===== config.mk =====
export PLATFORM = sky130hd
export DESIGN_NAME = greedy_line_breaker
export DESIGN_NICKNAME = d
export VERILOG_FILES = /design/src/hw/rtl/glb_pkg.sv /design/src/hw/rtl/greedy_line_breaker.sv /design/src/hw/rtl/glb_line_ram.sv /design/src/hw/rtl/glb_emit.sv
export SDC_FILE = /design/constraint.sdc
export NUM_CORES = 2
export LEC_CHECK = 0
export BUFFER_PORTS_ARGS = -buffer_cell sky130_fd_sc_hd__buf_2
export CAP_MARGIN = 20
export CORE_UTILIZATION = 62
export CTS_BUF_LIST = sky130_fd_sc_hd__clkbuf_2
export CTS_CLUSTER_SIZE = 40
export DETAILED_ROUTE_END_ITERATION = 10
export GPL_ROUTABILITY_DRIVEN = 0
export GPL_TIMING_DRIVEN = 0
export PLACE_DENSITY = 0.79
export REMOVE_ABC_BUFFERS = 1
export SETUP_SLACK_MARGIN = 0.15
export SLEW_MARGIN = 20
export SYNTH_ARGS = -nofsm -noshare
export SYNTH_HDL_FRONTEND = slang
export SYNTH_HIERARCHICAL = 1
export SYNTH_SLANG_ARGS = --single-unit

===== constraint.sdc =====
create_clock -name clk -period 8.65 [get_ports clk]
set_clock_uncertainty 0.1 [all_clocks]
set_input_delay 1.73 -clock clk [delete_from_list [all_inputs] [get_ports clk]]
set_output_delay 1.73 -clock clk [all_outputs]
set_load 0.05 [all_outputs]

===== src/hw/rtl/glb_pkg.sv =====
`default_nettype none

package glb_pkg;

	localparam int unsigned MaxWords = 64;
	localparam int unsigned IdxW = $clog2(MaxWords);
	localparam int unsigned CntW = $clog2(MaxWords + 1);

	localparam logic [1:0] CMD_WORD  = 2'd0;
	localparam logic [1:0] CMD_SPACE = 2'd1;
	localparam logic [1:0] CMD_PARA  = 2'd2;
	localparam logic [1:0] CMD_FLUSH = 2'd3;

	localparam logic [2:0] REG_CONTENT_WIDTH = 3'd0;
	localparam logic [2:0] REG_LEFT_MARGIN   = 3'd1;
	localparam logic [2:0] REG_TOP_MARGIN    = 3'd2;
	localparam logic [2:0] REG_BOTTOM_LIMIT  = 3'd3;
	localparam logic [2:0] REG_LINE_HEIGHT   = 3'd4;
	localparam logic [2:0] REG_SPACE_WIDTH   = 3'd5;
	localparam logic [2:0] REG_ALIGNMENT     = 3'd6;

	localparam logic [1:0] ALIGN_LEFT = 2'd0;
	localparam logic [1:0] ALIGN_MID  = 2'd1;
	localparam logic [1:0] ALIGN_END  = 2'd2;

	localparam logic [11:0] RST_CONTENT_WIDTH = 12'd400;
	localparam logic [11:0] RST_LEFT_MARGIN   = 12'd0;
	localparam logic [11:0] RST_TOP_MARGIN    = 12'd0;
	localparam logic [12:0] RST_BOTTOM_LIMIT  = 13'd800;
	localparam logic [9:0]  RST_LINE_HEIGHT   = 10'd20;
	localparam logic [7:0]  RST_SPACE_WIDTH   = 8'd5;
	localparam logic [1:0]  RST_ALIGNMENT     = ALIGN_LEFT;

	// One stored word of the line buffer.
	typedef struct packed {
		logic [15:0] tag;
		logic [11:0] width;
	} glb_entry_t;

	// Line close request from the control to the emitter.
	typedef struct packed {
		logic            valid;
		logic            blank;
		logic [CntW-1:0] count;
		logic [15:0]     x0;
		logic [13:0]     y;
		logic            pend;
	} glb_start_t;

	// One result as it waits in the output queue.
	typedef struct packed {
		logic [15:0] tag;
		logic [15:0] x;
		logic [13:0] y;
		logic        blank;
		logic        last;
		logic        pend;
	} glb_out_t;

endpackage

`default_nettype wire


===== src/hw/rtl/greedy_line_breaker.sv =====
// A word that fits on the open line is taken and written to the line buffer.
// A closed line passes the start state, a buffer read and the output queue; results then
// come one per cycle while m_tready is high. The buffer's single read port sets the pace.
// Input is held off while a closed line is being read out of the buffer.
// Reset (arst_n low, asynchronous) restores register defaults, empties the line and puts
// y at the top margin; the buffer contents are not cleared.
`default_nettype none

module greedy_line_breaker
	import glb_pkg::*;
(
	input  wire logic        clk,
	input  wire logic        arst_n,
	input  wire logic        s_tvalid,
	output logic             s_tready,
	input  wire logic [31:0] s_tdata,   // word_width[11:0], word_tag[27:12], zero[31:28]
	input  wire logic [1:0]  s_tuser,   // cmd[1:0]
	output logic             m_tvalid,
	input  wire logic        m_tready,
	output logic [47:0]      m_tdata,   // word_tag_res[15:0], x_pos[31:16], y_pos[45:32], zero
	output logic             m_tlast,
	output logic [1:0]       m_tuser,   // blank_line[0], page_end[1]
	input  wire logic        cfg_valid,
	output logic             cfg_ready,
	input  wire logic [2:0]  cfg_index,
	input  wire logic [12:0] cfg_data
);

	localparam logic [1:0] ST_IDLE  = 2'd0;
	localparam logic [1:0] ST_START = 2'd1;
	localparam logic [1:0] ST_DRAIN = 2'd2;

	logic [11:0] content_width_q;
	logic [11:0] left_margin_q;
	logic [11:0] top_margin_q;
	logic [12:0] bottom_limit_q;
	logic [9:0]  line_height_q;
	logic [7:0]  space_width_q;
	logic [1:0]  alignment_q;

	logic [1:0]      state_q;
	logic [CntW-1:0] cnt_q;
	logic [12:0]     sum_q;
	logic [13:0]     y_q;
	logic            pend_q;
	logic [11:0]     pw_q;
	logic [15:0]     ptag_q;

	logic [1:0]  cmd;
	logic [11:0] word_width;
	logic [15:0] word_tag;
	logic        accept;
	logic [13:0] need;
	logic        overflow;
	logic        add_now;
	logic        emit_busy;

	logic        ram_we;
	logic [IdxW-1:0] ram_waddr;
	glb_entry_t  ram_wdata;
	logic        ram_re;
	logic [IdxW-1:0] ram_raddr;
	glb_entry_t  ram_rdata;

	logic signed [13:0] diff;
	logic signed [13:0] off;
	logic [14:0] ny;
	logic        wrap;
	logic [13:0] y_next;
	glb_start_t  start;
	glb_out_t    out_item;

	assign cmd        = s_tuser;
	assign word_width = s_tdata[11:0];
	assign word_tag   = s_tdata[27:12];

	assign s_tready  = (state_q == ST_IDLE);
	assign accept    = s_tvalid && s_tready;
	assign cfg_ready = 1'b1;

	assign need     = {1'b0, sum_q} + {6'd0, space_width_q} + {2'd0, word_width};
	assign overflow = (cnt_q != '0) && (need > {2'd0, content_width_q});
	assign add_now  = accept && (cmd == CMD_WORD) && !overflow;

	// Alignment offset; the center case halves toward zero.
	assign diff = $signed({2'd0, content_width_q}) - $signed({1'b0, sum_q});
	always_comb begin
		case (alignment_q)
			ALIGN_MID: off = (diff + $signed({13'd0, diff[13]})) >>> 1;
			ALIGN_END: off = diff;
			default:   off = '0;
		endcase
	end

	assign ny     = {1'b0, y_q} + {5'd0, line_height_q};
	assign wrap   = (ny >= {2'd0, bottom_limit_q});
	assign y_next = wrap ? {2'd0, top_margin_q} : ny[13:0];

	always_comb begin
		start.valid = (state_q == ST_START);
		start.blank = (cnt_q == '0);
		start.count = (cnt_q == '0) ? CntW'(1) : cnt_q;
		start.x0    = (cnt_q == '0) ? {4'd0, left_margin_q}
		                            : {4'd0, left_margin_q} + {{2{off[13]}}, off};
		start.y     = y_q;
		start.pend  = wrap;
	end

	always_comb begin
		if (state_q == ST_DRAIN) begin
			ram_we          = !emit_busy && pend_q;
			ram_waddr       = '0;
			ram_wdata.tag   = ptag_q;
			ram_wdata.width = pw_q;
		end else begin
			ram_we          = add_now;
			ram_waddr       = cnt_q[IdxW-1:0];
			ram_wdata.tag   = word_tag;
			ram_wdata.width = word_width;
		end
	end

	always_ff @(posedge clk or negedge arst_n) begin
		if (!arst_n) begin
			content_width_q <= RST_CONTENT_WIDTH;
			left_margin_q   <= RST_LEFT_MARGIN;
			top_margin_q    <= RST_TOP_MARGIN;
			bottom_limit_q  <= RST_BOTTOM_LIMIT;
			line_height_q   <= RST_LINE_HEIGHT;
			space_width_q   <= RST_SPACE_WIDTH;
			alignment_q     <= RST_ALIGNMENT;
		end else if (cfg_valid && cfg_ready) begin
			case (cfg_index)
				REG_CONTENT_WIDTH: content_width_q <= cfg_data[11:0];
				REG_LEFT_MARGIN:   left_margin_q   <= cfg_data[11:0];
				REG_TOP_MARGIN:    top_margin_q    <= cfg_data[11:0];
				REG_BOTTOM_LIMIT:  bottom_limit_q  <= cfg_data;
				REG_LINE_HEIGHT:   line_height_q   <= cfg_data[9:0];
				REG_SPACE_WIDTH:   space_width_q   <= cfg_data[7:0];
				REG_ALIGNMENT:     alignment_q     <= cfg_data[1:0];
				default: ;
			endcase
		end
	end

	always_ff @(posedge clk or negedge arst_n) begin
		if (!arst_n) begin
			state_q <= ST_IDLE;
			cnt_q   <= '0;
			sum_q   <= '0;
			y_q     <= {2'd0, RST_TOP_MARGIN};
			pend_q  <= 1'b0;
		end else begin
			case (state_q)
				ST_IDLE: begin
					if (accept) begin
						case (cmd)
							CMD_WORD: begin
								if (overflow) begin
									// The word opens the next line once this one is out.
									pend_q  <= 1'b1;
									state_q <= ST_START;
								end else begin
									cnt_q <= cnt_q + CntW'(1);
									sum_q <= (cnt_q != '0) ? need[12:0] : {1'b0, word_width};
									if (cnt_q == CntW'(MaxWords - 1)) begin
										pend_q  <= 1'b0;
										state_q <= ST_START;
									end
								end
							end
							CMD_SPACE: ;
							default: begin
								pend_q  <= 1'b0;
								state_q <= ST_START;
							end
						endcase
					end
				end
				ST_START: begin
					y_q     <= y_next;
					cnt_q   <= '0;
					sum_q   <= '0;
					state_q <= ST_DRAIN;
				end
				ST_DRAIN: begin
					if (!emit_busy) begin
						if (pend_q) begin
							cnt_q  <= CntW'(1);
							sum_q  <= {1'b0, pw_q};
							pend_q <= 1'b0;
						end
						state_q <= ST_IDLE;
					end
				end
				default: state_q <= ST_IDLE;
			endcase
		end
	end

	always_ff @(posedge clk) begin
		if (accept && overflow && (cmd == CMD_WORD)) begin
			pw_q   <= word_width;
			ptag_q <= word_tag;
		end
	end

	glb_line_ram u_ram (
		.clk   (clk),
		.we    (ram_we),
		.waddr (ram_waddr),
		.wdata (ram_wdata),
		.re    (ram_re),
		.raddr (ram_raddr),
		.rdata (ram_rdata)
	);

	glb_emit u_emit (
		.clk         (clk),
		.arst_n      (arst_n),
		.start       (start),
		.space_width (space_width_q),
		.busy        (emit_busy),
		.rd_en       (ram_re),
		.rd_addr     (ram_raddr),
		.rd_data     (ram_rdata),
		.out_valid   (m_tvalid),
		.out_ready   (m_tready),
		.out_item    (out_item)
	);

	assign m_tdata = {2'd0, out_item.y, out_item.x, out_item.tag};
	assign m_tlast = out_item.last;
	assign m_tuser = {out_item.pend, out_item.blank};

endmodule

`default_nettype wire


===== src/hw/rtl/glb_line_ram.sv =====
`default_nettype none

module glb_line_ram
	import glb_pkg::*;
(
	input  wire logic       clk,
	input  wire logic       we,
	input  wire logic [IdxW-1:0] waddr,
	input  wire glb_entry_t wdata,
	input  wire logic       re,
	input  wire logic [IdxW-1:0] raddr,
	output glb_entry_t      rdata
);

	glb_entry_t mem [MaxWords];

	always_ff @(posedge clk) begin
		if (we) begin
			mem[waddr] <= wdata;
		end
		if (re) begin
			rdata <= mem[raddr];
		end
	end

endmodule

`default_nettype wire


===== src/hw/rtl/glb_emit.sv =====
`default_nettype none

module glb_emit
	import glb_pkg::*;
(
	input  wire logic        clk,
	input  wire logic        arst_n,
	input  wire glb_start_t  start,
	input  wire logic [7:0]  space_width,
	output logic             busy,
	output logic             rd_en,
	output logic [IdxW-1:0]  rd_addr,
	input  wire glb_entry_t  rd_data,
	output logic             out_valid,
	input  wire logic        out_ready,
	output glb_out_t         out_item
);

	logic            act_q;
	logic [CntW-1:0] idx_q;
	logic [CntW-1:0] cnt_q;
	logic            blank_q;
	logic [13:0]     y_q;
	logic            pend_q;
	logic [15:0]     cx_q;
	logic            rd_s1;
	logic            last_s1;

	glb_out_t        fifo_q [2];
	logic            wptr_q;
	logic            rptr_q;
	logic [1:0]      fcnt_q;

	logic            pop;
	logic [1:0]      occ;
	logic            issue;
	logic            last_issue;
	glb_out_t        item;

	assign pop        = (fcnt_q != 2'd0) && out_ready;
	assign occ        = fcnt_q + {1'b0, rd_s1};
	// A read is issued only when its result is sure to find room in the queue.
	assign issue      = act_q && ((occ < 2'd2) || pop);
	assign last_issue = (idx_q == (cnt_q - CntW'(1)));
	assign rd_en      = issue && !blank_q;
	assign rd_addr    = idx_q[IdxW-1:0];
	assign busy       = act_q | rd_s1;

	always_comb begin
		item.tag   = blank_q ? 16'd0 : rd_data.tag;
		item.x     = cx_q;
		item.y     = y_q;
		item.blank = blank_q;
		item.last  = last_s1;
		item.pend  = pend_q;
	end

	assign out_valid = (fcnt_q != 2'd0);
	assign out_item  = fifo_q[rptr_q];

	always_ff @(posedge clk or negedge arst_n) begin
		if (!arst_n) begin
			act_q  <= 1'b0;
			idx_q  <= '0;
			rd_s1  <= 1'b0;
			wptr_q <= 1'b0;
			rptr_q <= 1'b0;
			fcnt_q <= 2'd0;
		end else begin
			if (start.valid) begin
				act_q <= 1'b1;
				idx_q <= '0;
			end else if (issue) begin
				idx_q <= idx_q + CntW'(1);
				if (last_issue) begin
					act_q <= 1'b0;
				end
			end
			rd_s1 <= issue;
			if (rd_s1) begin
				wptr_q <= ~wptr_q;
			end
			if (pop) begin
				rptr_q <= ~rptr_q;
			end
			fcnt_q <= fcnt_q + {1'b0, rd_s1} - {1'b0, pop};
		end
	end

	always_ff @(posedge clk) begin
		if (start.valid) begin
			cnt_q   <= start.count;
			blank_q <= start.blank;
			y_q     <= start.y;
			pend_q  <= start.pend;
			cx_q    <= start.x0;
		end else if (rd_s1) begin
			cx_q <= cx_q + {4'd0, rd_data.width} + {8'd0, space_width};
		end
		last_s1 <= last_issue;
		if (rd_s1) begin
			fifo_q[wptr_q] <= item;
		end
	end

endmodule

`default_nettype wire

; ---- Word level (Yosys, flattened, before mapping)
; Memory sizes are Yosys's and may differ from the RTL's. A register that Yosys moved wholly into a read port is not among the register bits.
; Index checks and enable logic that the tools add are counted.
[op_classes]
magnitude_cmp = 3
n_eq_ne = 20
addsub = 13
n_bitwise = 3
n_mux = 43
n_reduce_logical = 36
[op_table]
columns = cell, count
row1 = $mux W13, 6
row2 = $mux W16, 4
row3 = $mux W7, 7
row4 = $pmux W13 S3, 1
row5 = $mux W28, 1
row6 = $pmux W14 S2, 1
row7 = $pmux W7 S3, 1
row8 = $add A16 B12 Y16, 1
row9 = $add A16 B8 Y16, 1
row10 = $reduce_and A2 Y1, 8
row11 = $add A13 B14 Y15, 1
row12 = $add A14 B10 Y15, 1
row13 = $ge A15 B13 Y1, 1
row14 = $add A13 B8 Y14, 1
row15 = $add A14 B12 Y14, 1
row16 = $add A14 B2 Y14, 1
row17 = $add A7 B1 Y7 const B, 2
row18 = $gt A14 B12 Y1, 1
row19 = $mux W14, 1
row20 = $sub A12 B13 Y14, 1
row21 = $mux W1, 12
row22 = $logic_and A1 B1 Y1, 10
row23 = $reduce_bool A2 Y1, 5
row24 = $eq A3 B3 Y1 const B, 3
row25 = other kinds (30), 46
[word_totals]
input_bits = 55
register_bits = 187
word_cells = 146
ramBits = 1890
memories = 2
out_inout_bits = 54
[memory_table]
columns = name, depth, word_bits, read_ports, rd_ports_with_merged_regs, wr, line_no
row1 = u_ram.mem, 64, 28, 1, 1, 1, glb_line_ram.sv:15  ; glb_entry_t mem [MaxWords];
row2 = u_emit.fifo_q, 2, 49, 1, 0, 1, glb_emit.sv:29  ; glb_out_t fifo_q [2];

; ---- Logic depth before layout (Yosys ltp)
[logic_depth]
ltp_word = 9
mapped_depth = 24
mapped_depth_nobuf = 24

; ---- By module
; The synthesis kept the hierarchy.
[modules_own_cells]
columns = mod, area_per_inst_um2, cells_per_inst, instances, seq_area_each_um2
row1 = glb_line_ram, 69469.1, 3105, 1, 54652.4
row2 = greedy_line_breaker, 9465.3, 968, 1, 3505.9
row3 = glb_emit, 6794.0, 461, 1, 4459.3

; ---- Worst setup path after synthesis
; OpenSTA, ideal clock, no wires.
[synth_path]
kind = in2reg
start = input s_tdata[1]
end = memory u_ram/mem[48][0] (netlist bit), enable pin
path_buffers = 0
slack_ps = 688
required_ps = 8102
path_stages = 18
arrival_ps = 7414
path_cell_list = fa_1 ha_1 fa_1 a21oi_1 o21ai_0 nand2_1 a21oi_1 nor2_1 xnor2_1 ha_1 o2111a_1 o41a_1 o41ai_1 a21oi_1 o22ai_1 nor2b_1 nand4b_1 nor3_1
[synth_via]
elab_chain_len = 8
[synth_rtl]
columns = element, line_no
row1 = from (decl), greedy_line_breaker.sv:16  ; input wire logic [31:0] s_tdata,
row2 = $add A14 B12 Y14, greedy_line_breaker.sv:81  ; assign need = {1'b0, sum_q} + {6'd0, space_width_q} + {2'd0, word_width};
row3 = $gt A14 B12 Y1, greedy_line_breaker.sv:82  ; assign overflow = (cnt_q != '0) && (need > {2'd0, content_width_q});
row4 = $logic_and A1 B1 Y1, greedy_line_breaker.sv:82
row5 = $logic_not A1 Y1, greedy_line_breaker.sv:83  ; assign add_now = accept && (cmd == CMD_WORD) && !overflow;
row6 = $logic_and A1 B1 Y1, greedy_line_breaker.sv:83
row7 = $mux W1, greedy_line_breaker.sv:110  ; if (state_q == ST_DRAIN) begin
row8 = net ram_we, greedy_line_breaker.sv:58  ; logic ram_we;
row9 = $mux W1, glb_line_ram.sv:18  ; if (we) begin
row10 = $mux W1 (implied by the code), glb_line_ram.sv:19  ; mem[waddr] <= wdata;
row11 = to (decl), glb_line_ram.sv:15
; The timed path passes the listed nets, and every way through them passes these cells.

; ---- Worst setup path after layout
[layout_path]
start = input s_tdata[1]
end = memory u_ram/mem[46][14] (netlist bit), enable pin
; Same word-level chain as after synthesis.

==> results.json <==
{
  "hold_viol": 0,
  "worstReg2RegStart": "space_width_q[1]",
  "worst_setup_path_end_kind": "flip-flop",
  "max_cap_viol_count": 0,
  "initial_antenna_violation_count": 14,
  "cts-buffers-inserted": 491,
  "worst-r2r-setup-slack_ns": 0.61,
  "fp.coreArea_um2": 137000,
  "run_status": "finished clean",
  "finalCriticalPeriod_ns": 8.20,
  "post-cts-setup-buffer-count": 0,
  "slew-limit-headroom_pct": 14.9,
  "yosys_register_bits": 2105,
  "total_wire_length_after_detailed_routing_mm": 211,
  "worst-path-max-fanout": 16,
  "clock_power_share_pct": 20.6,
  "critical_path_required_ns": 9.88,
  "final_nets": 5247,
  "timing_max_transition_violations_final": 0,
  "netlist_instances": 4534,
  "power.switching_mw": 10.8,
  "grt_overflow": 0,
  "postSynthAreaPerCell_um2": 18.9,
  "multi_input_area_um2": 22300,
  "mappedNetlistArea_um2": 85700,
  "cp.arrival_ns": 9.43,
  "first_global_vias": 48200,
  "synth-warning-count": 6,
  "die_width_um": 374,
  "min_period_over_period_pct": 94.7,
  "clk_transition_reported_paths_ns": 0.08,
  "hold_ws_ns": 0.258,
  "via_per_instance_ratio": 6.55,
  "cts.hold.buffers_added": 41,
  "ctsLongestPathBuffers": 4,
  "min_path_type": "input port to flip-flop",
  "design.die.area_um2": 140000,
  "share_comb_of_total_power_pct": 35.7,
  "cts_tree": "built",
  "worst_slack_ns": 0.455,
  "synth_common_cells": "sky130_fd_sc_hd__edfxtp_1, sky130_fd_sc_hd__mux4_2, sky130_fd_sc_hd__mux2_2",
  "worst_skew_pair.late_latency_ns": 1.82,
  "clock_sink_count": 2105,
  "dp_hpwl_mm": 134,
  "reg2reg_depth": 19,
  "power.total_mw": 29.8,
  "setup-violations-final": 0,
  "postSynth.topFlopCell": "sky130_fd_sc_hd__edfxtp_1",
  "grt_max_degree": 65,
  "cts_root_buf": "sky130_fd_sc_hd__clkbuf_2",
  "grt_setup_unrepaired": "false",
  "numPortBuffers": 101,
  "cell_row_count": 136,
  "ys_top_cells_by_area": "sky130_fd_sc_hd__edfxtp_1, sky130_fd_sc_hd__mux4_2, sky130_fd_sc_hd__mux2_2",
  "cts.repair.resized": 0,
  "die_y_um": 374,
  "drc_violations": 0,
  "synth_top_area_share_pct": 69.5,
  "vias": 47400,
  "irDropWorstVdd_v": 0.000258,
  "crit_path_start_kind": "input port",
  "critical_path.startpoint": "s_tdata[1]",
  "htree_levels": 5,
  "final_antenna_net_count": 0,
  "timing_worst_slew_pin_value_ns": 1.27,
  "synth.distinct_cells": 95,
  "setup_tns_ns": 0,
  "grt_first_pass_wirelength_mm": 308,
  "power_report.internal_total_mw": 19.0,
  "count_of_tritonroute_iterations_in_the_first_routing_pass": 6,
  "sequentialPowerShare_pct": 43.8,
  "synth-async-reset-ratio_pct": 5.65,
  "synth_area_leader_cell": "sky130_fd_sc_hd__edfxtp_1",
  "routed_wire_length_per_instance_um": 29.2,
  "r2r-end": "u_ram/mem[46][14]",
  "floorplan.io_pins": 109,
  "seq_area_frac_synth_pct": 73.0,
  "fillers": 8257,
  "power.share.switching_pct": 36.3,
  "sequential_cell_area_um2": 62600,
  "start_util_pct": 62.4,
  "p_leak_nw": 32.1,
  "dp_worst_setup_slack_ns": -0.485,
  "power_density_nw_per_um2": 311,
  "synth.most_common_cell": "sky130_fd_sc_hd__edfxtp_1",
  "fmax_ghz": 0.122,
  "first_iter_violations": 5953,
  "areaGrowthSynthToFinish_pct": 11.7,
  "grtUsageTotal_pct": 30.4,
  "setup.worst_path.end": "u_ram/mem[46][14]",
  "criticalPathCategory": "input port to flip-flop",
  "post-route-util_pct": 69.7,
  "synth_edf_count": 1985,
  "layout-drive-gt1-share_pct": 32.3
}
[metrics by stage]
step	area, um2	cells
after floorplan	84500	4298
after global placement	87300	6193
after detailed placement	91000	6325
after CTS	95700	7230
after global routing	95700	7237
final	95800	7238
[flip-flops by register name (all words and copies together), names as in the netlist, 12 cells and up]
signal,flops
u_ram/mem,1792
u_emit/fifo_q,98
u_ram/rdata,28
ptag_q,16
u_emit/cx_q,16
u_emit/y_q,14
y_q,14
bottom_limit_q,13
sum_q,13
content_width_q,12
left_margin_q,12
pw_q,12
top_margin_q,12
[cell type report]
class,count,share of cell area [%]
antenna,6,0.0157
clock buffer,737,3.85
clock inverter,127,0.597
inverter,90,0.353
multi-input combinational,2103,23.3
sequential,2105,65.4
tap,1794,2.34
timing repair buffer,276,4.11
[power by group through the flow]
stage	logic (mW)	clock network, mW	registers [mW]
2_1_floorplan	7.15	0	13.5
3_3_place_gp	9.95	0	13.9
3_5_place_dp	10.4	0	13.3
4_1_cts	10.5	6.22	13.0
5_1_grt	11.3	6.75	13.1
6_report	10.6	6.13	13.0
[cell families (layout without fill, tap and decap cells)]
logic type	Yosys count	count (layout)	synth area share [%]
multiplexers	749	749	14.5
other	2	9	0.00876
AND/OR/NAND/NOR	558	558	3.25
flip-flops	2105	2105	73.0
buffers and inverters	327	1230	1.80
AO/OA/AOI/OAI	603	603	4.73
adder cells (fa/ha/maj)	125	125	2.01
XOR/XNOR	65	65	0.682
[placed cells by master (no fill, tap or decap), types with 35 or more instances in the layout]
cell type                       count
sky130_fd_sc_hd__edfxtp_1        1985
sky130_fd_sc_hd__clkbuf_2         737
sky130_fd_sc_hd__mux4_2           368
sky130_fd_sc_hd__mux2_2           224
sky130_fd_sc_hd__mux2i_1          133
sky130_fd_sc_hd__nand2_1          132
sky130_fd_sc_hd__o22ai_1          110
sky130_fd_sc_hd__clkinv_1         108
sky130_fd_sc_hd__dfrtp_1          102
sky130_fd_sc_hd__ha_1             101
sky130_fd_sc_hd__a21oi_1          100
sky130_fd_sc_hd__buf_2            100
sky130_fd_sc_hd__o21ai_0           99
sky130_fd_sc_hd__nor2_1            91
sky130_fd_sc_hd__inv_1             89
sky130_fd_sc_hd__buf_16            75
sky130_fd_sc_hd__nor2_4            63
sky130_fd_sc_hd__nor2b_1           56
sky130_fd_sc_hd__nor3_1            46
sky130_fd_sc_hd__dlygate4sd3_1     41
sky130_fd_sc_hd__buf_12            38
sky130_fd_sc_hd__a21o_1            37
sky130_fd_sc_hd__a22oi_1           37
sky130_fd_sc_hd__xnor2_1           35
[layer usage]
metal	GRT usage (%)	vias up	wire length [um]
li1	-	19800	-
met1	40.2	23800	75900
met2	47.3	3271	100000
met3	8.10	500	25000
met4	14.7	2	9980
met5	0	-	20
[worst max-delay path, stage by stage]
cell                            delay (ns)
sky130_fd_sc_hd__dlygate4sd3_1        0.53
sky130_fd_sc_hd__buf_2                0.17
sky130_fd_sc_hd__fa_1                 0.49
sky130_fd_sc_hd__ha_1                 0.24
sky130_fd_sc_hd__fa_1                 0.48
sky130_fd_sc_hd__a21oi_1              0.22
sky130_fd_sc_hd__o21ai_0              0.21
sky130_fd_sc_hd__nand2_1              0.12
sky130_fd_sc_hd__a21oi_1              0.06
sky130_fd_sc_hd__nor2_1               0.13
sky130_fd_sc_hd__xnor2_1              0.16
sky130_fd_sc_hd__ha_1                 0.30
sky130_fd_sc_hd__o2111a_1             0.14
sky130_fd_sc_hd__o41a_1               0.40
sky130_fd_sc_hd__o41ai_1              0.70
sky130_fd_sc_hd__a21oi_1              0.20
sky130_fd_sc_hd__o22ai_1              0.85
sky130_fd_sc_hd__nor2b_1              0.37
sky130_fd_sc_hd__nand3_1              0.79
sky130_fd_sc_hd__nor2_4               0.86
sky130_fd_sc_hd__buf_16               0.25
[how the worst min path moves through the flow]
| stage | cells past startpoint | startpoint | end | slack (ns) |
|---|---|---|---|---|
| floorplan | 0 | u_emit/last_s1 | u_emit/fifo_q[0][1] | 0.30 |
| global placement | 0 | u_emit/y_q[10] | u_emit/fifo_q[0][13] | 0.32 |
| detailed placement | 0 | u_emit/y_q[9] | u_emit/fifo_q[1][12] | 0.33 |
| CTS | 3 | cfg_data[3] | content_width_q[3] | 0.01 |
| global route | 3 | cfg_data[3] | content_width_q[3] | 0.08 |
| finish | 3 | cfg_data[3] | content_width_q[3] | 0.26 |
No activity file was read; power rests on OpenSTA's default activity.
